$ cat src/crtt_pkg.sv
// Shared types and constants for the CAN retransmission timeout table.
// No dependencies; every other file imports this package.
package crtt_pkg;

   localparam int ID_W            = 29;
   localparam int LEN_W           = 4;
   localparam int DATA_W          = 64;
   localparam int TIME_W          = 16;
   localparam int TRY_W           = 8;
   localparam int CFG_W           = 10;
   localparam int KIND_W          = 2;
   localparam int RKIND_W         = 3;
   localparam int TICK_RESET      = 10;
   localparam int TABLE_DEPTH_DEF = 16;

   typedef enum logic [KIND_W-1:0] {
      KIND_SEND  = 2'd0,
      KIND_REPLY = 2'd1,
      KIND_TICK  = 2'd2,
      KIND_NONE  = 2'd3
   } kind_type;

   typedef enum logic [RKIND_W-1:0] {
      RK_TRANSMIT   = 3'd0,
      RK_RETRANSMIT = 3'd1,
      RK_GIVE_UP    = 3'd2,
      RK_FULL       = 3'd3,
      RK_DELETED    = 3'd4,
      RK_NO_MATCH   = 3'd5
   } rkind_type;

   typedef enum logic [1:0] {
      ST_IDLE,
      ST_SCAN,
      ST_FLUSH
   } state_type;

   typedef enum logic [1:0] {
      OP_SEND,
      OP_REPLY,
      OP_AGE,
      OP_GIVE_UP
   } op_type;

   typedef struct packed {
      kind_type           kind;
      logic [ID_W-1:0]    frame_id;
      logic               extended;
      logic [LEN_W-1:0]   data_length;
      logic [DATA_W-1:0]  payload;
      logic               track;
      logic [TIME_W-1:0]  timeout_limit;
      logic [TRY_W-1:0]   retry_limit;
   } req_type;

   typedef struct packed {
      logic [ID_W-1:0]    id;
      logic               fmt;
      logic [LEN_W-1:0]   len;
      logic [DATA_W-1:0]  data;
      logic [TIME_W-1:0]  elapsed;
      logic [TRY_W-1:0]   tries;
      logic [TIME_W-1:0]  deadline;
      logic [TRY_W-1:0]   try_cap;
   } entry_type;

   typedef struct packed {
      rkind_type          kind;
      logic [ID_W-1:0]    id;
      logic               fmt;
      logic [LEN_W-1:0]   len;
      logic [DATA_W-1:0]  data;
   } result_type;

   typedef struct packed {
      logic push;
      logic flush;
   } buf_ctl_type;

   typedef struct packed {
      logic pend_valid;
      logic out_free;
      logic can_push;
   } buf_status_type;

   function automatic result_type res_from_entry(rkind_type k, entry_type e);
      result_type r;
      r.kind = k;
      r.id   = e.id;
      r.fmt  = e.fmt;
      r.len  = e.len;
      r.data = e.data;
      return r;
   endfunction

   function automatic result_type res_from_req(rkind_type k, req_type q);
      result_type r;
      r.kind = k;
      r.id   = q.frame_id;
      r.fmt  = q.extended;
      r.len  = q.data_length;
      r.data = q.payload;
      return r;
   endfunction

endpackage

$ cat src/crtt_if.sv
// Request and response channel interfaces of the retransmission timeout table.
// Depends on crtt_pkg for field widths.
interface crtt_req_if;
   import crtt_pkg::*;
   logic                 valid;
   logic                 ready;
   logic [KIND_W-1:0]    kind;
   logic [ID_W-1:0]      frame_id;
   logic                 extended;
   logic [LEN_W-1:0]     data_length;
   logic [DATA_W-1:0]    payload;
   logic                 track;
   logic [TIME_W-1:0]    timeout_limit;
   logic [TRY_W-1:0]     retry_limit;

   modport source (output valid, kind, frame_id, extended, data_length, payload, track,
                   timeout_limit, retry_limit, input ready);
   modport sink   (input valid, kind, frame_id, extended, data_length, payload, track,
                   timeout_limit, retry_limit, output ready);
endinterface

interface crtt_rsp_if;
   import crtt_pkg::*;
   logic                 valid;
   logic                 ready;
   logic [RKIND_W-1:0]   result_kind;
   logic [ID_W-1:0]      out_frame_id;
   logic                 out_extended;
   logic [LEN_W-1:0]     out_length;
   logic [DATA_W-1:0]    out_payload;
   logic                 last;

   modport source (output valid, result_kind, out_frame_id, out_extended, out_length,
                   out_payload, last, input ready);
   modport sink   (input valid, result_kind, out_frame_id, out_extended, out_length,
                   out_payload, last, output ready);
endinterface

$ cat src/crtt_slot_mem.sv
// Slot store: one write port, one read port with registered read data.
// Depends on crtt_pkg for the entry type.
module crtt_slot_mem #(
   parameter  int DEPTH = crtt_pkg::TABLE_DEPTH_DEF,
   localparam int IW    = (DEPTH > 1) ? $clog2(DEPTH) : 1
) (
   input  logic                clock,
   input  logic                wr_en,
   input  logic [IW-1:0]       wr_addr,
   input  crtt_pkg::entry_type wr_data,
   input  logic                rd_en,
   input  logic [IW-1:0]       rd_addr,
   output crtt_pkg::entry_type rd_data
);
   import crtt_pkg::*;

   entry_type mem [DEPTH];
   entry_type rd_data_ff;

   always_ff @(posedge clock) begin
      if (wr_en) begin
         mem[wr_addr] <= wr_data;
      end
   end

   always_ff @(posedge clock) begin
      if (rd_en) begin
         rd_data_ff <= mem[rd_addr];
      end
   end

   assign rd_data = rd_data_ff;

endmodule

$ cat src/crtt_result_buf.sv
// Result staging: one pending result held back until its last flag is known,
// then the response output register. Depends on crtt_pkg.
module crtt_result_buf (
   input  logic                     clock,
   input  logic                     reset,
   input  crtt_pkg::buf_ctl_type    ctl,
   input  crtt_pkg::result_type     res,
   output crtt_pkg::buf_status_type status,
   output logic                     rsp_valid,
   input  logic                     rsp_ready,
   output crtt_pkg::result_type     rsp_data,
   output logic                     rsp_last
);
   import crtt_pkg::*;

   logic       pend_valid_ff, pend_valid_in;
   result_type pend_ff, pend_in;
   logic       out_valid_ff, out_valid_in;
   result_type out_ff, out_in;
   logic       out_last_ff, out_last_in;
   logic       out_free;
   logic       move;
   logic       take;

   always_comb begin
      out_free = !out_valid_ff || rsp_ready;
      take     = ctl.push && (!pend_valid_ff || out_free);
      move     = pend_valid_ff && out_free && (ctl.push || ctl.flush);

      out_valid_in  = move || (out_valid_ff && !rsp_ready);
      out_in        = move ? pend_ff : out_ff;
      out_last_in   = move ? ctl.flush : out_last_ff;

      pend_valid_in = pend_valid_ff;
      pend_in       = pend_ff;
      if (take) begin
         pend_valid_in = 1'b1;
         pend_in       = res;
      end else if (ctl.flush && move) begin
         pend_valid_in = 1'b0;
      end

      status.pend_valid = pend_valid_ff;
      status.out_free   = out_free;
      status.can_push   = !pend_valid_ff || out_free;
   end

   always_ff @(posedge clock) begin
      if (reset) begin
         pend_valid_ff <= 1'b0;
         out_valid_ff  <= 1'b0;
      end else begin
         pend_valid_ff <= pend_valid_in;
         out_valid_ff  <= out_valid_in;
      end
      pend_ff     <= pend_in;
      out_ff      <= out_in;
      out_last_ff <= out_last_in;
   end

   assign rsp_valid = out_valid_ff;
   assign rsp_data  = out_ff;
   assign rsp_last  = out_last_ff;

endmodule

$ cat src/crtt_seq.sv
// Sequencer: walks the slot store one slot per cycle while results can be pushed, for send,
// reply and tick, with the shared saturating add and deadline compare. Depends on crtt_pkg.
module crtt_seq #(
   parameter  int DEPTH = crtt_pkg::TABLE_DEPTH_DEF,
   localparam int IW    = (DEPTH > 1) ? $clog2(DEPTH) : 1
) (
   input  logic                         clock,
   input  logic                         reset,
   input  logic                         csr_we,
   input  logic [crtt_pkg::CFG_W-1:0]   csr_wdata,
   input  logic                         req_valid,
   output logic                         req_ready,
   input  crtt_pkg::req_type            req_data,
   output crtt_pkg::buf_ctl_type        ctl,
   output crtt_pkg::result_type         res,
   input  crtt_pkg::buf_status_type     buf_st,
   output logic                         mem_rd_en,
   output logic [IW-1:0]                mem_rd_addr,
   input  crtt_pkg::entry_type          mem_rd_data,
   output logic                         mem_wr_en,
   output logic [IW-1:0]                mem_wr_addr,
   output crtt_pkg::entry_type          mem_wr_data
);
   import crtt_pkg::*;

   localparam int CW = $clog2(DEPTH + 1);

   state_type          state_ff, state_in;
   op_type             op_ff, op_in;
   req_type            cmd_ff, cmd_in;
   logic [CW-1:0]      issue_ff, issue_in;
   logic               proc_valid_ff, proc_valid_in;
   logic [IW-1:0]      proc_idx_ff, proc_idx_in;
   logic [DEPTH-1:0]   valid_ff, valid_in;
   logic [DEPTH-1:0]   gu_ff, gu_in;
   logic [CFG_W-1:0]   interval_ff;

   logic               issue_more;
   logic [TIME_W:0]    sum;
   logic [TIME_W-1:0]  aged;
   logic               expired;
   logic               exhausted;
   logic               want;
   logic               stop;
   logic               stall;
   entry_type          new_entry;

   // shared ageing unit
   always_comb begin
      sum       = {1'b0, mem_rd_data.elapsed} + (TIME_W + 1)'(interval_ff);
      aged      = sum[TIME_W] ? {TIME_W{1'b1}} : sum[TIME_W-1:0];
      expired   = aged >= mem_rd_data.deadline;
      exhausted = mem_rd_data.tries >= mem_rd_data.try_cap;
   end

   always_comb begin
      new_entry.id       = cmd_ff.frame_id;
      new_entry.fmt      = cmd_ff.extended;
      new_entry.len      = cmd_ff.data_length;
      new_entry.data     = cmd_ff.payload;
      new_entry.elapsed  = '0;
      new_entry.tries    = TRY_W'(cmd_ff.retry_limit != '0);
      new_entry.deadline = cmd_ff.timeout_limit;
      new_entry.try_cap  = cmd_ff.retry_limit;
   end

   assign issue_more  = issue_ff != CW'(DEPTH);
   assign mem_rd_addr = issue_ff[IW-1:0];
   assign mem_wr_addr = proc_idx_ff;

   always_comb begin
      state_in      = state_ff;
      op_in         = op_ff;
      cmd_in        = cmd_ff;
      issue_in      = issue_ff;
      proc_valid_in = proc_valid_ff;
      proc_idx_in   = proc_idx_ff;
      valid_in      = valid_ff;
      gu_in         = gu_ff;
      ctl           = '0;
      res           = res_from_req(RK_TRANSMIT, cmd_ff);
      mem_rd_en     = 1'b0;
      mem_wr_en     = 1'b0;
      mem_wr_data   = new_entry;
      want          = 1'b0;
      stop          = 1'b0;
      stall         = 1'b0;
      req_ready     = state_ff == ST_IDLE;

      case (state_ff)
         ST_IDLE: begin
            if (req_valid) begin
               cmd_in        = req_data;
               issue_in      = '0;
               proc_valid_in = 1'b0;
               case (req_data.kind)
                  KIND_SEND: begin
                     if (req_data.track) begin
                        state_in = ST_SCAN;
                        op_in    = OP_SEND;
                     end else begin
                        ctl.push = 1'b1;
                        res      = res_from_req(RK_TRANSMIT, req_data);
                        state_in = ST_FLUSH;
                     end
                  end
                  KIND_REPLY: begin
                     state_in = ST_SCAN;
                     op_in    = OP_REPLY;
                  end
                  KIND_TICK: begin
                     state_in = ST_SCAN;
                     op_in    = OP_AGE;
                  end
                  default: begin
                  end
               endcase
            end
         end

         ST_SCAN: begin
            if (proc_valid_ff) begin
               case (op_ff)
                  OP_SEND: begin
                     if (!valid_ff[proc_idx_ff]) begin
                        want                  = 1'b1;
                        stop                  = 1'b1;
                        res                   = res_from_req(RK_TRANSMIT, cmd_ff);
                        mem_wr_en             = 1'b1;
                        mem_wr_data           = new_entry;
                        valid_in[proc_idx_ff] = 1'b1;
                     end
                  end
                  OP_REPLY: begin
                     if (valid_ff[proc_idx_ff] && mem_rd_data.id == cmd_ff.frame_id &&
                         mem_rd_data.fmt == cmd_ff.extended) begin
                        want                  = 1'b1;
                        stop                  = 1'b1;
                        res                   = res_from_entry(RK_DELETED, mem_rd_data);
                        valid_in[proc_idx_ff] = 1'b0;
                     end
                  end
                  OP_AGE: begin
                     if (valid_ff[proc_idx_ff]) begin
                        mem_wr_en   = 1'b1;
                        mem_wr_data = mem_rd_data;
                        if (expired && exhausted) begin
                           mem_wr_data.elapsed = aged;
                           gu_in[proc_idx_ff]  = 1'b1;
                        end else if (expired) begin
                           mem_wr_data.elapsed = '0;
                           mem_wr_data.tries   = mem_rd_data.tries + TRY_W'(1);
                           want                = 1'b1;
                           res = res_from_entry(RK_RETRANSMIT, mem_rd_data);
                        end else begin
                           mem_wr_data.elapsed = aged;
                        end
                     end
                  end
                  OP_GIVE_UP: begin
                     if (gu_ff[proc_idx_ff]) begin
                        want                  = 1'b1;
                        res                   = res_from_entry(RK_GIVE_UP, mem_rd_data);
                        valid_in[proc_idx_ff] = 1'b0;
                        gu_in[proc_idx_ff]    = 1'b0;
                     end
                  end
                  default: begin
                  end
               endcase
               stall = want && !buf_st.can_push;
               if (stall) begin
                  mem_wr_en = 1'b0;
                  valid_in  = valid_ff;
                  gu_in     = gu_ff;
               end else begin
                  ctl.push = want;
               end
            end

            if (!stall) begin
               if (stop) begin
                  proc_valid_in = 1'b0;
                  state_in      = ST_FLUSH;
               end else if (issue_more) begin
                  mem_rd_en     = 1'b1;
                  issue_in      = issue_ff + CW'(1);
                  proc_valid_in = 1'b1;
                  proc_idx_in   = issue_ff[IW-1:0];
               end else begin
                  proc_valid_in = 1'b0;
                  if (!proc_valid_ff) begin
                     case (op_ff)
                        OP_SEND: begin
                           ctl.push = 1'b1;
                           res      = res_from_req(RK_FULL, cmd_ff);
                           state_in = ST_FLUSH;
                        end
                        OP_REPLY: begin
                           ctl.push = 1'b1;
                           res      = res_from_req(RK_NO_MATCH, cmd_ff);
                           res.len  = '0;
                           res.data = '0;
                           state_in = ST_FLUSH;
                        end
                        OP_AGE: begin
                           op_in    = OP_GIVE_UP;
                           issue_in = '0;
                        end
                        default: begin
                           state_in = ST_FLUSH;
                        end
                     endcase
                  end
               end
            end
         end

         ST_FLUSH: begin
            ctl.flush = 1'b1;
            if (!buf_st.pend_valid || buf_st.out_free) begin
               state_in = ST_IDLE;
            end
         end

         default: begin
            state_in = ST_IDLE;
         end
      endcase
   end

   always_ff @(posedge clock) begin
      if (reset) begin
         state_ff      <= ST_IDLE;
         op_ff         <= OP_SEND;
         issue_ff      <= '0;
         proc_valid_ff <= 1'b0;
         valid_ff      <= '0;
         gu_ff         <= '0;
         interval_ff   <= CFG_W'(TICK_RESET);
      end else begin
         state_ff      <= state_in;
         op_ff         <= op_in;
         issue_ff      <= issue_in;
         proc_valid_ff <= proc_valid_in;
         valid_ff      <= valid_in;
         gu_ff         <= gu_in;
         if (csr_we) begin
            interval_ff <= csr_wdata;
         end
      end
      cmd_ff      <= cmd_in;
      proc_idx_ff <= proc_idx_in;
   end

endmodule

$ cat src/can_retransmit_timeout_table_core.sv
// CAN retransmission timeout table, top level: a table of sent frames awaiting
// a reply, aged by timer ticks. Depends on crtt_pkg, crtt_if, crtt_seq,
// crtt_slot_mem and crtt_result_buf.
//
// One request is worked on at a time; req_bus.ready is high only while the
// block is idle. A sequencer visits the slot store one slot per cycle, when
// no result is held up, through its single read port, so the slot count sets
// the time per request: an untracked send visits no slot, a tracked send or a
// reply up to every slot (a full table or a missed reply), and a tick makes
// two passes over the table. A result is staged until the next one or the end
// of the request is known; each further result needs the output register
// free, so a stalled response channel stretches the time per request.
// Results of one request come out in order with last set on the final one;
// a tick with nothing expired and an unknown kind give no result.
// The register tick_interval, written through csr_we / csr_wdata, resets to 10;
// the user must write it only while idle; the block itself does not enforce it.
module can_retransmit_timeout_table_core #(
   parameter int TABLE_DEPTH = crtt_pkg::TABLE_DEPTH_DEF
) (
   input  logic                       clock,
   input  logic                       reset,
   crtt_req_if.sink                   req_bus,
   crtt_rsp_if.source                 rsp_bus,
   input  logic                       csr_we,
   input  logic [crtt_pkg::CFG_W-1:0] csr_wdata
);
   import crtt_pkg::*;

   localparam int IW = (TABLE_DEPTH > 1) ? $clog2(TABLE_DEPTH) : 1;

   req_type        req_data;
   buf_ctl_type    ctl;
   result_type     res;
   buf_status_type buf_st;
   result_type     rsp_data;
   logic           rsp_last;
   logic           mem_rd_en;
   logic [IW-1:0]  mem_rd_addr;
   entry_type      mem_rd_data;
   logic           mem_wr_en;
   logic [IW-1:0]  mem_wr_addr;
   entry_type      mem_wr_data;

   always_comb begin
      req_data.kind          = kind_type'(req_bus.kind);
      req_data.frame_id      = req_bus.frame_id;
      req_data.extended      = req_bus.extended;
      req_data.data_length   = req_bus.data_length;
      req_data.payload       = req_bus.payload;
      req_data.track         = req_bus.track;
      req_data.timeout_limit = req_bus.timeout_limit;
      req_data.retry_limit   = req_bus.retry_limit;
   end

   crtt_seq #(.DEPTH(TABLE_DEPTH)) u_seq (
      .clock       (clock),
      .reset       (reset),
      .csr_we      (csr_we),
      .csr_wdata   (csr_wdata),
      .req_valid   (req_bus.valid),
      .req_ready   (req_bus.ready),
      .req_data    (req_data),
      .ctl         (ctl),
      .res         (res),
      .buf_st      (buf_st),
      .mem_rd_en   (mem_rd_en),
      .mem_rd_addr (mem_rd_addr),
      .mem_rd_data (mem_rd_data),
      .mem_wr_en   (mem_wr_en),
      .mem_wr_addr (mem_wr_addr),
      .mem_wr_data (mem_wr_data)
   );

   crtt_slot_mem #(.DEPTH(TABLE_DEPTH)) u_slot_mem (
      .clock   (clock),
      .wr_en   (mem_wr_en),
      .wr_addr (mem_wr_addr),
      .wr_data (mem_wr_data),
      .rd_en   (mem_rd_en),
      .rd_addr (mem_rd_addr),
      .rd_data (mem_rd_data)
   );

   crtt_result_buf u_result_buf (
      .clock     (clock),
      .reset     (reset),
      .ctl       (ctl),
      .res       (res),
      .status    (buf_st),
      .rsp_valid (rsp_bus.valid),
      .rsp_ready (rsp_bus.ready),
      .rsp_data  (rsp_data),
      .rsp_last  (rsp_last)
   );

   assign rsp_bus.result_kind  = rsp_data.kind;
   assign rsp_bus.out_frame_id = rsp_data.id;
   assign rsp_bus.out_extended = rsp_data.fmt;
   assign rsp_bus.out_length   = rsp_data.len;
   assign rsp_bus.out_payload  = rsp_data.data;
   assign rsp_bus.last         = rsp_last;

endmodule

$ cat src/flat_wrapper.sv
// flat-port wrapper written by rule: the top's interface ports become plain ports
module can_retransmit_timeout_table_core_flat import crtt_pkg::*;
#(
   parameter int TABLE_DEPTH = crtt_pkg::TABLE_DEPTH_DEF
)
  (clock, reset, csr_we, csr_wdata, req_bus_valid, req_bus_kind, req_bus_frame_id, req_bus_extended, req_bus_data_length, req_bus_payload, req_bus_track, req_bus_timeout_limit, req_bus_retry_limit, req_bus_ready, rsp_bus_valid, rsp_bus_result_kind, rsp_bus_out_frame_id, rsp_bus_out_extended, rsp_bus_out_length, rsp_bus_out_payload, rsp_bus_last, rsp_bus_ready);
  crtt_req_if req_bus_i ();
  crtt_rsp_if rsp_bus_i ();
  input  logic clock;
  input  logic reset;
  input  logic csr_we;
  input  logic [crtt_pkg::CFG_W-1:0] csr_wdata;
  input wire logic [$bits(req_bus_i.valid)-1:0] req_bus_valid;
  input wire logic [$bits(req_bus_i.kind)-1:0] req_bus_kind;
  input wire logic [$bits(req_bus_i.frame_id)-1:0] req_bus_frame_id;
  input wire logic [$bits(req_bus_i.extended)-1:0] req_bus_extended;
  input wire logic [$bits(req_bus_i.data_length)-1:0] req_bus_data_length;
  input wire logic [$bits(req_bus_i.payload)-1:0] req_bus_payload;
  input wire logic [$bits(req_bus_i.track)-1:0] req_bus_track;
  input wire logic [$bits(req_bus_i.timeout_limit)-1:0] req_bus_timeout_limit;
  input wire logic [$bits(req_bus_i.retry_limit)-1:0] req_bus_retry_limit;
  output wire logic [$bits(req_bus_i.ready)-1:0] req_bus_ready;
  output wire logic [$bits(rsp_bus_i.valid)-1:0] rsp_bus_valid;
  output wire logic [$bits(rsp_bus_i.result_kind)-1:0] rsp_bus_result_kind;
  output wire logic [$bits(rsp_bus_i.out_frame_id)-1:0] rsp_bus_out_frame_id;
  output wire logic [$bits(rsp_bus_i.out_extended)-1:0] rsp_bus_out_extended;
  output wire logic [$bits(rsp_bus_i.out_length)-1:0] rsp_bus_out_length;
  output wire logic [$bits(rsp_bus_i.out_payload)-1:0] rsp_bus_out_payload;
  output wire logic [$bits(rsp_bus_i.last)-1:0] rsp_bus_last;
  input wire logic [$bits(rsp_bus_i.ready)-1:0] rsp_bus_ready;
  assign req_bus_i.valid = req_bus_valid;
  assign req_bus_i.kind = req_bus_kind;
  assign req_bus_i.frame_id = req_bus_frame_id;
  assign req_bus_i.extended = req_bus_extended;
  assign req_bus_i.data_length = req_bus_data_length;
  assign req_bus_i.payload = req_bus_payload;
  assign req_bus_i.track = req_bus_track;
  assign req_bus_i.timeout_limit = req_bus_timeout_limit;
  assign req_bus_i.retry_limit = req_bus_retry_limit;
  assign req_bus_ready = req_bus_i.ready;
  assign rsp_bus_valid = rsp_bus_i.valid;
  assign rsp_bus_result_kind = rsp_bus_i.result_kind;
  assign rsp_bus_out_frame_id = rsp_bus_i.out_frame_id;
  assign rsp_bus_out_extended = rsp_bus_i.out_extended;
  assign rsp_bus_out_length = rsp_bus_i.out_length;
  assign rsp_bus_out_payload = rsp_bus_i.out_payload;
  assign rsp_bus_last = rsp_bus_i.last;
  assign rsp_bus_i.ready = rsp_bus_ready;
  can_retransmit_timeout_table_core #(.TABLE_DEPTH(TABLE_DEPTH)) u_core (.clock(clock), .reset(reset), .req_bus(req_bus_i), .rsp_bus(rsp_bus_i), .csr_we(csr_we), .csr_wdata(csr_wdata));
endmodule
$ cat config.mk
export PLATFORM = sky130hd
export DESIGN_NAME = can_retransmit_timeout_table_core_flat
export DESIGN_NICKNAME = d
export VERILOG_FILES = /design/src/crtt_pkg.sv /design/src/crtt_if.sv /design/src/crtt_slot_mem.sv /design/src/crtt_result_buf.sv /design/src/crtt_seq.sv /design/src/can_retransmit_timeout_table_core.sv /design/src/flat_wrapper.sv
export SDC_FILE = /design/constraint.sdc
export NUM_CORES = 2
export LEC_CHECK = 0
export ABC_AREA = 0
export BUFFER_PORTS_ARGS = -buffer_cell sky130_fd_sc_hd__buf_2
export CAP_MARGIN = 0
export CORE_MARGIN = 2
export CORE_UTILIZATION = 25
export CTS_BUF_LIST = sky130_fd_sc_hd__clkbuf_8
export DETAILED_ROUTE_END_ITERATION = 10
export PLACE_DENSITY_LB_ADDON = 0.2
export SLEW_MARGIN = 10
export SYNTH_ARGS = -nofsm -noshare
export SYNTH_HDL_FRONTEND = slang
export SYNTH_SLANG_ARGS = --single-unit
export TNS_END_PERCENT = 1
$ cat constraint.sdc
create_clock -name clock -period 40.9 [get_ports clock]
set_clock_uncertainty 0.15 [all_clocks]
set_input_delay 2.045 -clock clock [delete_from_list [all_inputs] [get_ports clock]]
set_output_delay 2.045 -clock clock [all_outputs]
set_load 0.01 [all_outputs]
==> results by group <==
Run status
  • Result of the run: finished, final reports clean

Timing
  • Tightest Pin Transition: 1.21 ns
  • Total negative setup slack: 0 ns
  • Number of failing hold endpoints at the final stage: 0
  • Part of the cycle the worst path needs: 22.9%
  • Hold slack final: 0.257 ns
  • Post-layout min period: 9.35 ns
  • Number of pins exceeding their max-slew limit in the final report: 0
  • Unrepaired setup endpoints after global routing: false
  • Slew margin rel.: 19.0%
  • Number of failing setup endpoints in the final timing report: 0
  • Maximum operating frequency: 0.107 GHz

Detailed routing
  • DRT Pass-1 Iters: 7
  • Number of DRC markers after the initial detailed-route iteration: 4119
  • Detailed-routed wire length on met3: 12500 um
  • Routed Wire Length: 310000 um
  • DR vias: 53.3k
  • Length of routed wiring on met1: 131000 um
  • Residual DRC: 0
  • Via count normalized by instance count: 4.47
  • Avg WL per Cell: 26.0 um
  • Detailed-routed wire length on met2: 160000 um
  • Uppermost signal routing layer after detailed routing: met5
  • Antenna-violating nets left: 0

Final layout
  • Highest-count cells in the layout ignoring fill and taps: 2811 x sky130_fd_sc_hd__edfxtp_1, 738 x sky130_fd_sc_hd__mux4_2, 535 x sky130_fd_sc_hd__clkbuf_8
  • Register Area: 85500 um^2
  • Growth of design area from synthesis to finish: 16.5%
  • Fraction of final layout cells sized beyond drive strength 1: 29.6%
  • Most common library cell in the layout ignoring fill and taps: sky130_fd_sc_hd__edfxtp_1
  • Layout filler cell count: 43.1k
  • Multi-input combinational cell area: 23600 um^2
  • Net count of the finished layout: 5870

Critical path
  • Critical path required time: 41.48 ns
  • Crit-path cells: ha_1 > fa_1 > a21o_1 > a21oi_1 > o21bai_1 > a2111oi_0 > o31a_1 > or3_1 > nand2_1 > ha_1 > and3_1 > o311a_1 > o41ai_1 > a21oi_2 > a211oi_2 > nand2b_1 > nand3_1 > nor2_4 > buf_4 > buf_4 > buf_4
  • Most frequent cell on the critical path: sky130_fd_sc_hd__buf_4
  • Startpoint-to-endpoint class of the critical path: register to register
  • Category of the worst setup path launch point: register
  • Critical path's slowest cell: sky130_fd_sc_hd__a2111oi_0
  • CP peak stage delay: 0.80 ns
  • Worst setup EP type: register
  • Data arrival time of the critical path: 9.94 ns
  • Top fanout value on the critical path: 41

Power and ir drop
  • Worst supply voltage drop on vdd: 0.0000290 V
  • Power Density: 50.4 nW/um^2
  • Share of power burned in combinational logic: 9.2%
  • Net switching fraction of the power: 25.2%
  • Share of total power in sequential cells: 52.7%
  • Fraction of power consumed by the clock network: 38.1%
  • Static Leak: 40.7 nW
  • Net switching component of the power: 0.00163 W
  • Internal power: 0.00484 W

Clock tree
  • Clock transition at the registers of the reported paths: 0.05 ns
  • Number of resized instances in the post-cts repair step: 0
  • CTS sink cnt: 2865
  • TritonCTS clock tree: done
  • Clock insertion delay at the later pin of the skew report: 1.14 ns
  • Root buffer cell: sky130_fd_sc_hd__clkbuf_8
  • Number of buffers inserted during clock tree synthesis: 520
  • Maximum level of the CTS H-tree: 6
  • Count of hold buffers inserted by post-cts repair: 0
  • Number of buffers on the longest clock path: 4
  • Post-CTS repair timing setup buffer count: 0

Synth
  • Syn nets: 5236
  • Netlist cell types: 70
  • Most instantiated flip-flop cell in the synthesis netlist: sky130_fd_sc_hd__edfxtp_1
  • Number of warnings issued by yosys: 0
  • Count of mapped cells out of synthesis: 5055
  • Synthesized area divided by synthesized cell count: 21.8 um^2
  • Async set-or-reset flop fraction in the synthesized netlist: 0%
  • Sequential area share after synthesis: 77.6%
  • Count of flip-flops with a built-in enable after synthesis: 2811
  • Synthesized cell area: 110000 um^2
  • Flop and latch count out of synthesis: 2865

Floorplanning
  • Area of the core: 438000 um^2
  • I/O pin cnt: 244
  • Initial Util: 25.1%
  • Die Wd: 668 um
  • Row Count: 243
  • Die boundary height: 668 um
  • Area of the die: 446000 um^2

Placed design
  • Port Buffer Count: 243
  • Post-DP HPWL: 172000 um
  • Routability congestion estimate: 0.715

Global routing
  • First-pass GRT wire length: 440000 um
  • Pin count of the biggest net entering global routing: 129
  • Overall global routing resource usage: 13.7%
  • Antenna violations before repair: 27
  • Via count of the first global-routing pass: 57.5k
  • Total grt overflow: 0

Worst hold path
  • Kind of path behind the tightest hold check: register to register

Job
  • Max capacitance violation total: 0
[Yosys cell counts, drive strengths merged, types with 3 or more instances]
cell / instances / share of area, %
nor2: 130 / 0.48
nor3: 40 / 0.19
o31ai: 5 / 0.034
xnor2: 14 / 0.11
edfxtp: 2811 / 77
nand2: 394 / 1.3
and2: 8 / 0.045
inv: 38 / 0.13
ha: 40 / 0.45
a31oi: 5 / 0.028
nand4: 5 / 0.028
clkbuf: 188 / 0.64
a31o: 4 / 0.032
o22ai: 3 / 0.017
nand2b: 31 / 0.18
nand3: 15 / 0.068
nor2b: 17 / 0.097
o21bai: 3 / 0.024
a221o: 66 / 0.60
nor4: 12 / 0.082
and3: 6 / 0.034
a211oi: 13 / 0.098
o31a: 3 / 0.024
or2: 6 / 0.034
xor2: 33 / 0.26
o21ai: 65 / 0.31
buf: 78 / 0.32
mux2i: 30 / 0.27
dfxtp: 54 / 0.98
a21o: 6 / 0.041
a311oi: 17 / 0.14
o22a: 3 / 0.024
a22oi: 97 / 0.66
or3: 7 / 0.040
a21oi: 43 / 0.20
mux4: 738 / 15
[critical path: cells and delay by family (launching register included)]
kind                     cells  cell delay, ns
buffers and inverters        3            1.98
AND/OR/NAND/NOR              6            1.95
adder cells (fa/ha/maj)      3            0.96
AO/OA/AOI/OAI                9            3.46
flip-flops                   1            0.37
[stage by stage]
stage          total power, W  setup WS [ns]  std cells  util [%]  cell area, um^2
2_1_floorplan         0.00386          25.17       5055         -           110000
3_3_place_gp          0.00409          31.46      11000      27.1           119000
3_5_place_dp          0.00409          31.46      11000      27.1           119000
4_1_cts               0.00660          31.46      11900      29.2           128000
5_1_grt               0.00675          31.13      11900      29.3           128000
6_report              0.00647          31.55      11900      29.3           128000
[sequential cells by signal, summed over array words and instances (netlist names), named ones only]
signal / flops
u_core.u_result_buf.pend_ff: 101
u_core.u_result_buf.pend_valid_ff: 1
u_core.u_result_buf.rsp_data: 101
u_core.u_result_buf.rsp_last: 1
u_core.u_result_buf.rsp_valid: 1
u_core.u_seq.cmd_ff: 122
u_core.u_seq.interval_ff: 10
u_core.u_seq.issue_ff: 5
u_core.u_seq.mem_wr_addr: 4
u_core.u_seq.op_ff: 2
u_core.u_seq.proc_valid_ff: 1
u_core.u_seq.state_ff: 2
u_core.u_slot_mem.mem: 2336
u_core.u_slot_mem.rd_data: 146
[power by group through the flow]
stage | Clock (W) | Combinational, W | Sequential [W]
floorplan | 0 | 0.000417 | 0.00344
global placement | 0 | 0.000618 | 0.00347
detailed placement | 0 | 0.000621 | 0.00347
CTS | 0.00256 | 0.000623 | 0.00341
global route | 0.00268 | 0.000656 | 0.00341
finish | 0.00246 | 0.000598 | 0.00341
[metal layers]
metal,vias up,global-route usage [%]
met5,-,0
li1,22500,-
met2,1265,24.1
met3,461,2.11
met1,29100,17.5
met4,4,3.42
[cell families after synthesis]
kind of cell / count (synthesis) / synth area share [%]
multiplexers: 770 / 15.4
adder cells (fa/ha/maj): 41 / 0.473
XOR/XNOR: 47 / 0.374
flip-flops: 2865 / 77.6
buffers and inverters: 304 / 1.09
AO/OA/AOI/OAI: 350 / 2.37
AND/OR/NAND/NOR: 678 / 2.67
[path summary, 6_finish.rpt]
path         cells after the start  slack, ns                          endpoint                       startpoint
min reg2reg                      0       0.26  u_core.u_result_buf.rsp_data[57]  u_core.u_result_buf.pend_ff[57]
max reg2reg                     21      31.55      u_core.u_slot_mem.mem[6][70]    u_core.u_slot_mem.rd_data[32]
max                             21      31.55      u_core.u_slot_mem.mem[6][70]    u_core.u_slot_mem.rd_data[32]
min                              0       0.26  u_core.u_result_buf.rsp_data[57]  u_core.u_result_buf.pend_ff[57]
[area by class of cell]
type	instances	area share, %
sequential	2865	66.7
antenna	2	0.00390
inverter	38	0.115
clock buffer	535	5.74
clock inverter	348	1.43
timing repair buffer	378	1.87
multi-input combinational	1886	18.4
tap	5880	5.74
(Power assumes the default switching activity.)
